`config.mk`:
```
export PLATFORM = sky130hd
export DESIGN_NAME = encoder_pid_position_loop
export DESIGN_NICKNAME = d
export VERILOG_FILES = /design/src/hdl/epl_pkg.sv /design/src/hdl/epl_mul.sv /design/src/hdl/epl_core.sv /design/src/hdl/encoder_pid_position_loop.sv
export SDC_FILE = /design/constraint.sdc
export NUM_CORES = 2
export LEC_CHECK = 0
export ABC_AREA = 1
export BUFFER_PORTS_ARGS = -buffer_cell sky130_fd_sc_hd__buf_4
export CELL_PAD_IN_SITES_DETAIL_PLACEMENT = 1
export CELL_PAD_IN_SITES_GLOBAL_PLACEMENT = 1
export CORE_MARGIN = 2
export CORE_UTILIZATION = 35
export CTS_CLUSTER_SIZE = 16
export DETAILED_ROUTE_END_ITERATION = 10
export PLACE_DENSITY_LB_ADDON = 0.1
export REMOVE_ABC_BUFFERS = 1
export SYNTH_ARGS = -nofsm -noshare
export SYNTH_HDL_FRONTEND = slang
export SYNTH_SLANG_ARGS = --single-unit
```
`constraint.sdc`:
```
create_clock -name clk -period 11.3 [get_ports clk]
set_input_delay 2.26 -clock clk [delete_from_list [all_inputs] [get_ports clk]]
set_output_delay 2.26 -clock clk [all_outputs]
set_load 0.02 [all_outputs]
```
`src/hdl/epl_pkg.sv`:
```
// Shared types and constants for the encoder PID position loop.
`timescale 1ns / 1ps

package epl_pkg;

  // Operand and result widths of the shared multiplier and accumulator
  localparam int MUL_A_W = 17;  // gains and count deltas, signed
  localparam int MUL_B_W = 34;  // scale, error, derivative, integral, signed
  localparam int MUL_P_W = MUL_A_W + MUL_B_W;
  localparam int ACC_W   = MUL_P_W + 2;
  localparam int POS_W   = 32;
  localparam int ERR_W   = 33;
  localparam int INTG_W  = 34;

  // Integral gate (100.0) and clamp (10000.0) in Q16.16
  localparam logic signed [ERR_W-1:0]  INTEG_GATE  = 33'sd6553600;
  localparam logic signed [INTG_W-1:0] INTEG_CLAMP = 34'sd655360000;

  // Configuration register indexes
  localparam int CFG_IDX_W = 3;
  localparam logic [CFG_IDX_W-1:0] CFG_KP         = 3'd0;
  localparam logic [CFG_IDX_W-1:0] CFG_KI         = 3'd1;
  localparam logic [CFG_IDX_W-1:0] CFG_KD         = 3'd2;
  localparam logic [CFG_IDX_W-1:0] CFG_DIST_SCALE = 3'd3;
  localparam logic [CFG_IDX_W-1:0] CFG_DUTY_LIMIT = 3'd4;
  localparam logic [CFG_IDX_W-1:0] CFG_ARRIVE_WIN = 3'd5;

  typedef struct packed {
    logic signed [15:0] kp;
    logic signed [15:0] ki;
    logic signed [15:0] kd;
    logic [31:0]        dist_scale;
    logic [14:0]        duty_limit;
    logic [30:0]        arrive_window;
  } cfg_t;

  typedef struct packed {
    logic               valid;
    logic signed [15:0] duty;
    logic               arrived;
  } res_t;

endpackage

```
`src/hdl/epl_mul.sv`:
```
// Shared signed multiplier with registered product.
`timescale 1ns / 1ps

module epl_mul (
  input  logic                                  clk,
  input  logic                                  en,
  input  logic signed [epl_pkg::MUL_A_W-1:0]    a,
  input  logic signed [epl_pkg::MUL_B_W-1:0]    b,
  output logic signed [epl_pkg::MUL_P_W-1:0]    p_r
);

  always_ff @(posedge clk) begin
    if (en) begin
      p_r <= a * b;
    end
  end

endmodule

```
`src/hdl/epl_core.sv`:
```
// Sequencer, per-channel state and datapath around the shared multiplier.
`timescale 1ns / 1ps

module epl_core #(
  parameter int CHANNELS = 2
) (
  input  logic                clk,
  input  logic                rst_n,
  input  epl_pkg::cfg_t       cfg,
  input  logic                start,
  input  logic                in_channel,
  input  logic [15:0]         in_encoder_count,
  input  logic signed [31:0]  in_target,
  input  logic                slot_free,
  output logic                busy,
  output epl_pkg::res_t       res
);

  localparam int IDX_W = (CHANNELS > 1) ? $clog2(CHANNELS) : 1;
  localparam int AW = epl_pkg::ACC_W;
  localparam int PW = epl_pkg::MUL_P_W;

  typedef enum logic [3:0] {
    S_IDLE, S_MPOS, S_POS, S_ERR, S_MKP, S_MKD, S_MKI, S_SUM, S_DONE
  } state_t;

  state_t state_r, state_nxt;

  logic                              ch_r, ch_nxt;
  logic [15:0]                       cnt_r, cnt_nxt;
  logic signed [31:0]                tgt_r, tgt_nxt;
  logic signed [epl_pkg::POS_W-1:0]  pos_r, pos_nxt;
  logic signed [epl_pkg::ERR_W-1:0]  err_r, err_nxt;
  logic signed [epl_pkg::ERR_W-1:0]  der_r, der_nxt;
  logic signed [31:0]                integ_r, integ_nxt;
  logic signed [AW-1:0]              acc_r, acc_nxt;
  logic                              arrived_r, arrived_nxt;

  logic [15:0]        last_count_r    [CHANNELS];
  logic signed [31:0] position_r      [CHANNELS];
  logic signed [31:0] prev_position_r [CHANNELS];
  logic signed [31:0] integral_r      [CHANNELS];

  logic                                 mul_en;
  logic signed [epl_pkg::MUL_A_W-1:0]   mul_a;
  logic signed [epl_pkg::MUL_B_W-1:0]   mul_b;
  logic signed [PW-1:0]                 mul_p;

  logic [IDX_W-1:0] idx;
  logic             res_valid_nxt;
  logic signed [15:0] res_duty_nxt;
  logic             res_arrived_nxt;

  epl_mul u_mul (
    .clk (clk),
    .en  (mul_en),
    .a   (mul_a),
    .b   (mul_b),
    .p_r (mul_p)
  );

  assign idx  = IDX_W'(ch_r);
  assign busy = (state_r != S_IDLE);

  // Operand select for the shared multiplier
  always_comb begin
    logic [15:0] delta;
    delta  = cnt_r - last_count_r[idx];
    mul_en = 1'b0;
    mul_a  = '0;
    mul_b  = '0;
    case (state_r)
      S_MPOS: begin
        mul_en = 1'b1;
        mul_a  = {delta[15], delta};
        mul_b  = {2'b00, cfg.dist_scale};
      end
      S_MKP: begin
        mul_en = 1'b1;
        mul_a  = {cfg.kp[15], cfg.kp};
        mul_b  = {err_r[32], err_r};
      end
      S_MKD: begin
        mul_en = 1'b1;
        mul_a  = {cfg.kd[15], cfg.kd};
        mul_b  = {der_r[32], der_r};
      end
      S_MKI: begin
        mul_en = 1'b1;
        mul_a  = {cfg.ki[15], cfg.ki};
        mul_b  = {{2{integ_r[31]}}, integ_r};
      end
      default: begin
        mul_en = 1'b0;
      end
    endcase
  end

  always_comb begin
    logic signed [PW:0]                  pos_sum;
    logic signed [epl_pkg::INTG_W-1:0]   integ_sum;
    logic [epl_pkg::ERR_W-1:0]           err_abs;
    logic signed [epl_pkg::ERR_W-1:0]    err_v;
    logic signed [AW-1:0]                lim;
    logic signed [AW-1:0]                sat;
    logic signed [AW-1:0]                rnd;

    state_nxt       = state_r;
    ch_nxt          = ch_r;
    cnt_nxt         = cnt_r;
    tgt_nxt         = tgt_r;
    pos_nxt         = pos_r;
    err_nxt         = err_r;
    der_nxt         = der_r;
    integ_nxt       = integ_r;
    acc_nxt         = acc_r;
    arrived_nxt     = arrived_r;
    res_valid_nxt   = 1'b0;
    res_duty_nxt    = res.duty;
    res_arrived_nxt = res.arrived;

    pos_sum   = {{(PW + 1 - epl_pkg::POS_W){position_r[idx][31]}}, position_r[idx]}
                + {mul_p[PW-1], mul_p};
    err_v     = {tgt_r[31], tgt_r} - {pos_r[31], pos_r};
    integ_sum = {{2{integral_r[idx][31]}}, integral_r[idx]};
    if (err_r < epl_pkg::INTEG_GATE) begin
      integ_sum = integ_sum + {err_r[32], err_r};
    end
    err_abs = err_v[32] ? (-err_v) : err_v;
    lim     = {14'd0, cfg.duty_limit, 24'd0};
    if (acc_r > lim) begin
      sat = lim;
    end else if (acc_r < -lim) begin
      sat = -lim;
    end else begin
      sat = acc_r;
    end
    rnd = sat + {{(AW - 24){1'b0}}, 1'b1, 23'd0};

    case (state_r)
      S_IDLE: begin
        if (start) begin
          ch_nxt  = in_channel;
          cnt_nxt = in_encoder_count;
          tgt_nxt = in_target;
          if (32'(in_channel) >= 32'(CHANNELS)) begin
            // No such channel: zero result, state untouched
            acc_nxt     = '0;
            arrived_nxt = 1'b0;
            state_nxt   = S_DONE;
          end else begin
            state_nxt = S_MPOS;
          end
        end
      end
      S_MPOS: state_nxt = S_POS;
      S_POS: begin
        if (pos_sum > (PW + 1)'(33'sh0_7FFF_FFFF)) begin
          pos_nxt = 32'sh7FFF_FFFF;
        end else if (pos_sum < -((PW + 1)'(33'sh0_8000_0000))) begin
          pos_nxt = -32'sh8000_0000;
        end else begin
          pos_nxt = pos_sum[31:0];
        end
        state_nxt = S_ERR;
      end
      S_ERR: begin
        err_nxt     = err_v;
        der_nxt     = {prev_position_r[idx][31], prev_position_r[idx]} - {pos_r[31], pos_r};
        arrived_nxt = err_abs < {2'b00, cfg.arrive_window};
        state_nxt   = S_MKP;
      end
      S_MKP: begin
        if (integ_sum > epl_pkg::INTEG_CLAMP) begin
          integ_nxt = 32'(epl_pkg::INTEG_CLAMP);
        end else if (integ_sum < -epl_pkg::INTEG_CLAMP) begin
          integ_nxt = 32'(-epl_pkg::INTEG_CLAMP);
        end else begin
          integ_nxt = integ_sum[31:0];
        end
        state_nxt = S_MKD;
      end
      S_MKD: begin
        acc_nxt   = {{(AW - PW){mul_p[PW-1]}}, mul_p};
        state_nxt = S_MKI;
      end
      S_MKI: begin
        acc_nxt   = acc_r + {{(AW - PW){mul_p[PW-1]}}, mul_p};
        state_nxt = S_SUM;
      end
      S_SUM: begin
        acc_nxt   = acc_r + {{(AW - PW){mul_p[PW-1]}}, mul_p};
        state_nxt = S_DONE;
      end
      S_DONE: begin
        if (slot_free) begin
          res_valid_nxt   = 1'b1;
          res_duty_nxt    = arrived_r ? 16'sd0 : rnd[39:24];
          res_arrived_nxt = arrived_r;
          state_nxt       = S_IDLE;
        end
      end
      default: state_nxt = S_IDLE;
    endcase
  end

  always_ff @(posedge clk) begin
    if (!rst_n) begin
      state_r   <= S_IDLE;
      res.valid <= 1'b0;
      for (int c = 0; c < CHANNELS; c++) begin
        last_count_r[c]    <= '0;
        position_r[c]      <= '0;
        prev_position_r[c] <= '0;
        integral_r[c]      <= '0;
      end
    end else begin
      state_r   <= state_nxt;
      res.valid <= res_valid_nxt;
      if (state_r == S_SUM) begin
        last_count_r[idx]    <= cnt_r;
        position_r[idx]      <= pos_r;
        prev_position_r[idx] <= pos_r;
        integral_r[idx]      <= arrived_r ? 32'sd0 : integ_r;
      end
    end
    ch_r        <= ch_nxt;
    cnt_r       <= cnt_nxt;
    tgt_r       <= tgt_nxt;
    pos_r       <= pos_nxt;
    err_r       <= err_nxt;
    der_r       <= der_nxt;
    integ_r     <= integ_nxt;
    acc_r       <= acc_nxt;
    arrived_r   <= arrived_nxt;
    res.duty    <= res_duty_nxt;
    res.arrived <= res_arrived_nxt;
  end

endmodule

```
`src/hdl/encoder_pid_position_loop.sv`:
```
// Top level: PID position loop over quadrature encoder counts.
//
//   channel  direction  handshake          payload
//   cfg      in         cfg_wr_en          cfg_index, cfg_wdata
//   in       in         in_valid/in_stall  in_channel, in_encoder_count, in_target
//   out      out        out_valid/out_stall out_duty, out_arrived
//
// An in-range item keeps the block busy from S_MPOS through S_DONE; a new item is
// taken only once it is back in S_IDLE. The busy span is set by the one shared multiplier,
// which forms count delta*scale, kp*error, kd*derivative and ki*integral in turn.
// An item for a missing channel goes from S_IDLE straight to S_DONE.
// rst_n is synchronous: it clears the channel state and out_valid and sets the config to its defaults.
// A result waits in the output register under out_stall; the next item is
// still taken, and it holds in its last step until the register frees.
`timescale 1ns / 1ps

module encoder_pid_position_loop #(
  parameter int CHANNELS = 2
) (
  input  logic                                  clk,
  input  logic                                  rst_n,
  input  logic                                  cfg_wr_en,
  input  logic [epl_pkg::CFG_IDX_W-1:0]         cfg_index,
  input  logic [31:0]                           cfg_wdata,
  input  logic                                  in_valid,
  output logic                                  in_stall,
  input  logic                                  in_channel,
  input  logic [15:0]                           in_encoder_count,
  input  logic signed [31:0]                    in_target,
  output logic                                  out_valid,
  input  logic                                  out_stall,
  output logic signed [15:0]                    out_duty,
  output logic                                  out_arrived
);

  epl_pkg::cfg_t cfg_r;
  epl_pkg::res_t res;
  logic          busy;
  logic          start;
  logic          slot_free;
  logic          out_valid_r;
  logic signed [15:0] out_duty_r;
  logic          out_arrived_r;

  assign start     = in_valid & ~busy;
  assign in_stall  = busy;
  assign slot_free = ~out_valid_r | ~out_stall;

  // Config registers; writes to unknown indexes are dropped
  always_ff @(posedge clk) begin
    if (!rst_n) begin
      cfg_r.kp            <= '0;
      cfg_r.ki            <= '0;
      cfg_r.kd            <= '0;
      cfg_r.dist_scale    <= 32'd65536;
      cfg_r.duty_limit    <= 15'd32767;
      cfg_r.arrive_window <= '0;
    end else if (cfg_wr_en) begin
      case (cfg_index)
        epl_pkg::CFG_KP:         cfg_r.kp            <= cfg_wdata[15:0];
        epl_pkg::CFG_KI:         cfg_r.ki            <= cfg_wdata[15:0];
        epl_pkg::CFG_KD:         cfg_r.kd            <= cfg_wdata[15:0];
        epl_pkg::CFG_DIST_SCALE: cfg_r.dist_scale    <= cfg_wdata;
        epl_pkg::CFG_DUTY_LIMIT: cfg_r.duty_limit    <= cfg_wdata[14:0];
        epl_pkg::CFG_ARRIVE_WIN: cfg_r.arrive_window <= cfg_wdata[30:0];
        default: ;
      endcase
    end
  end

  epl_core #(
    .CHANNELS (CHANNELS)
  ) u_core (
    .clk              (clk),
    .rst_n            (rst_n),
    .cfg              (cfg_r),
    .start            (start),
    .in_channel       (in_channel),
    .in_encoder_count (in_encoder_count),
    .in_target        (in_target),
    .slot_free        (slot_free),
    .busy             (busy),
    .res              (res)
  );

  // Output register
  always_ff @(posedge clk) begin
    if (!rst_n) begin
      out_valid_r <= 1'b0;
    end else if (res.valid) begin
      out_valid_r <= 1'b1;
    end else if (!out_stall) begin
      out_valid_r <= 1'b0;
    end
    if (res.valid) begin
      out_duty_r    <= res.duty;
      out_arrived_r <= res.arrived;
    end
  end

  assign out_valid   = out_valid_r;
  assign out_duty    = out_duty_r;
  assign out_arrived = out_arrived_r;

endmodule

```
==> metrics.md <==
| Metric | Value |
|---|---|
| Synthesized flop and latch total | 611 |
| Post-route DRC violation count | 0 |
| Clock sinks | 611 |
| Top-area cell type share of the netlist area | 0.238 |
| Post-synth top area cell | edfxtp_1 |
| Placer Congestion | 0.937 |
| NetSw | 3.39 mW |
| Hold Slack | 0.399 ns |
| First drt pass iteration count | 5 |
| Starting Density | 0.352 |
| Cell area after synthesis | 60400 sq um |
| Synth Warn # | 0 |
| Post-synthesis mux area share | 0.00315 |
| Post-Synth Adder-Cell Area | 0.267 |
| Main synth FF type | edfxtp_1 |
| Sw Share | 0.401 |
| Status | complete, no violations |
| Mean Syn Cell Area | 7.81 sq um |
| Total internal power | 5.07 mW |
| Post-synthesis sequential area ratio | 0.282 |
| Worst Path Required | 11.74 ns |
| Routed Antenna Nets | 0 |
| Vias in the first global route | 56100 |
| Fin area | 66700 sq um |
| EDFF count, synth | 478 |
| CTS root buffer | clkbuf_16 |
| Logic gate share of total power | 0.363 |
| Largest net degree at the start of global routing | 85 |
| IO Count | 108 |
| Crit path time final | 10.12 ns |
| Clk_skew | 0.0466 ns |
| Share of cells above drive strength 1 | 0.0513 |
| Synth top area cells | edfxtp_1 (24%), fa_1 (18%), nand2_1 (11%) |
| Clock power frac | 0.313 |
| Grt ovf | 0 |
| Main combinational cell family by area after synthesis | adder cells |
| Crit-path most repeated cell | nand2_1 |
| Post-Synthesis Cells | 7740 |
| Core Area | 172000 sq um |
| Critical Path Max Stage Delay | 0.93 ns |
| Critical path class | flip-flop to flip-flop |
| P&R area growth vs syn | 10.4% |
| Post-CTS setup buffer count | 0 |
| Die Area | 176000 sq um |
| GRT Overall Usage | 0.276 |
| Clk_lat worst skew | 0.72 ns |
| Final Slew Violations | 0 |
| Simple-gate share of the synthesized area | 0.228 |
| Final WS setup | 1.18 ns |
| Sequential power share | 0.324 |
| Hold Buf Count CTS | 0 |
| Worst Path Arrival | 10.56 ns |
| RSZ-0062 raised after global routing | no |
| Cts repair resizes | 0 |
| Worst relative slew slack | 0.157 |
| Routed len/inst | 23.6 um |
| Die Span X | 420 um |
| Global-route wire length before repair | 361000 um |
| Setup-failing EPs final | 0 |
| Initial antenna violation count | 7 |
| Detailed Route WL | 241000 um |
| Port bufs | 107 |
| Worst Tran Pin Value | 1.26 ns |
| HP Class | flip-flop to flip-flop |
| Power per cell area | 127 nW/um^2 |
| Layout fillers | 21000 |
| Row cnt | 152 |
| Ys async rst share | 0 |
| Vias post-DR | 52500 |
| CP max-delay cell | inv_2 |
| XOR/XNOR Fraction of Synth Area | 0.0297 |
| Critical path startpoint category | flip-flop |
| CTS clk-pin slew, worst paths | 0.07 ns |
| Tcrit/Tclk final | 0.895 |
| Worst Setup Slack post-DPL | 1.13 ns |
| Initial DRC count | 3109 |
| FMAX | 98.9 MHz |
| Cell Area, Placed | 64000 sq um |
| Netlist cell types | 56 |
| DIE HEIGHT | 420 um |
| Leak | 31.4 nW |
| Placed cell count | 10000 |
| Compound-Gate Fraction of Synth Area | 0.0958 |
| CTS tree | built |
| Post-DP HPWL | 198000 um |
| Finished Layout Cells | 10200 |
| Final setup TNS | 0 ns |
| CP endpoint kind | flip-flop |
| Vias/cell | 5.15 |
| CTS Buf Count | 80 |
| Max clock buf depth | 3 |
| MaxCap Viol Count | 0 |
| Nets | 8856 |
| CP Max Fanout | 59 |
| Fin. Hold Viols | 0 |
| H-tree depth | 3 |
| Peak VDD IR | 102 uV |
==> sequential cells by signal, summed over array words and instances, names as in the netlist, 33 cells and up, named ones only <==
signal,count
u_core.der_r,33
u_core.integral_r,64
u_core.acc_r,53
u_core.err_r,33
u_core.u_mul.p_r,51
cfg_r,126
==> power by group through the flow <==
stage	Sequential, mW	Combinational (mW)	Clock [mW]
detailed placement	2.79	3.07	0
global route	2.75	3.43	2.78
finish	2.75	3.07	2.65
global placement	2.79	3.03	0
floorplan	2.70	1.97	0
CTS	2.75	3.09	2.71
==> kinds of logic after synthesis <==
family	after synthesis
AO/OA/AOI/OAI	1049
XOR/XNOR	205
adder cells (fa/ha/maj)	960
buffers and inverters	1514
flip-flops	611
multiplexers	19
AND/OR/NAND/NOR	3382
==> cell usage in the layout (no fill, tap or decap), drive strengths merged, types with 15 or more instances in the layout <==
| cell type | instances |
|---|---|
| a21boi | 15 |
| a21o | 31 |
| a21oi | 429 |
| a221oi | 15 |
| a31oi | 43 |
| buf | 182 |
| clkbuf | 102 |
| clkinv | 41 |
| dfxtp | 133 |
| edfxtp | 478 |
| fa | 547 |
| ha | 413 |
| inv | 1312 |
| mux2i | 19 |
| nand2 | 1714 |
| nand3 | 265 |
| nand3b | 16 |
| nand4 | 90 |
| nor2 | 1071 |
| nor3 | 142 |
| nor4 | 21 |
| o211ai | 25 |
| o21a | 45 |
| o21ai | 399 |
| o21bai | 18 |
| or2 | 44 |
| xnor2 | 80 |
| xor2 | 125 |
==> critical path: cells and delay by family, from the launching register on <==
kind            cells  cell delay (ns)
mux                 1             0.27
buf+inv             4             1.53
simple gates       16             2.36
xor+xnor            1             0.06
flops               1             0.52
fa+ha+maj           8             3.94
compound gates      4             1.16
==> cells in the mapped netlist, types with 3 or more instances <==
cell       instances
nand2_1         1706
inv_1           1298
nor2_1          1061
fa_1             547
edfxtp_1         478
a21oi_1          429
ha_1             413
o21ai_0          388
nand3_1          264
clkbuf_1         154
nor3_1           139
dfxtp_1          133
xor2_1           125
nand4_1           89
xnor2_1           80
o21a_1            45
a31oi_1           43
or2_2             43
buf_2             34
a21o_1            31
o211ai_1          25
nor4_1            21
mux2i_1           19
o21bai_1          18
nand3b_1          16
a221oi_1          15
clkinv_1          15
a21boi_0          14
o21ai_1           10
and2_1             9
buf_1              8
nand2_2            8
nor2_2             8
and3_1             7
o31ai_1            7
a211oi_1           5
o2111ai_1          5
inv_2              4
nor3_2             3
o221ai_1           3
==> through the flow <==
| step | power (mW) | utilization |
|---|---|---|
| 2_1_floorplan | 4.67 | - |
| 3_3_place_gp | 5.82 | 0.373 |
| 3_5_place_dp | 5.86 | 0.373 |
| 4_1_cts | 8.55 | 0.389 |
| 5_1_grt | 8.96 | 0.389 |
| 6_report | 8.46 | 0.389 |
==> area by class of cell <==
cell class	instances	area [sq um]	share of cell area
antenna	9	22.5	0.000338
clock buffer	102	2210	0.0331
clock inverter	46	430	0.00645
inverter	1317	4940	0.0741
multi-input combinational	5615	37800	0.567
sequential	611	17000	0.255
tap	2310	2890	0.0433
timing repair buffer	182	1370	0.0205
==> per-layer routing <==
| metal | GRT usage | part of all wire | up-vias |
|---|---|---|---|
| met5 | 0 | 0 | - |
| met4 | 0.0836 | 0.032 | 0 |
| met3 | 0.0233 | 0.030 | 244 |
| met2 | 0.479 | 0.49 | 869 |
| met1 | 0.363 | 0.45 | 26600 |
| li1 | - | - | 24800 |
==> final timing paths <==
path	from	to	slack, ns	cells after the start
setup / recovery	flip-flop	u_core.u_mul.p_r[46]	1.18	34
hold / removal	u_core.res[7]	out_duty[6]	0.40	0
setup reg to reg	flip-flop	u_core.u_mul.p_r[46]	1.18	34
hold reg to reg	u_core.res[7]	out_duty[6]	0.40	0
Note: power is estimated with default switching activity, not from simulation.
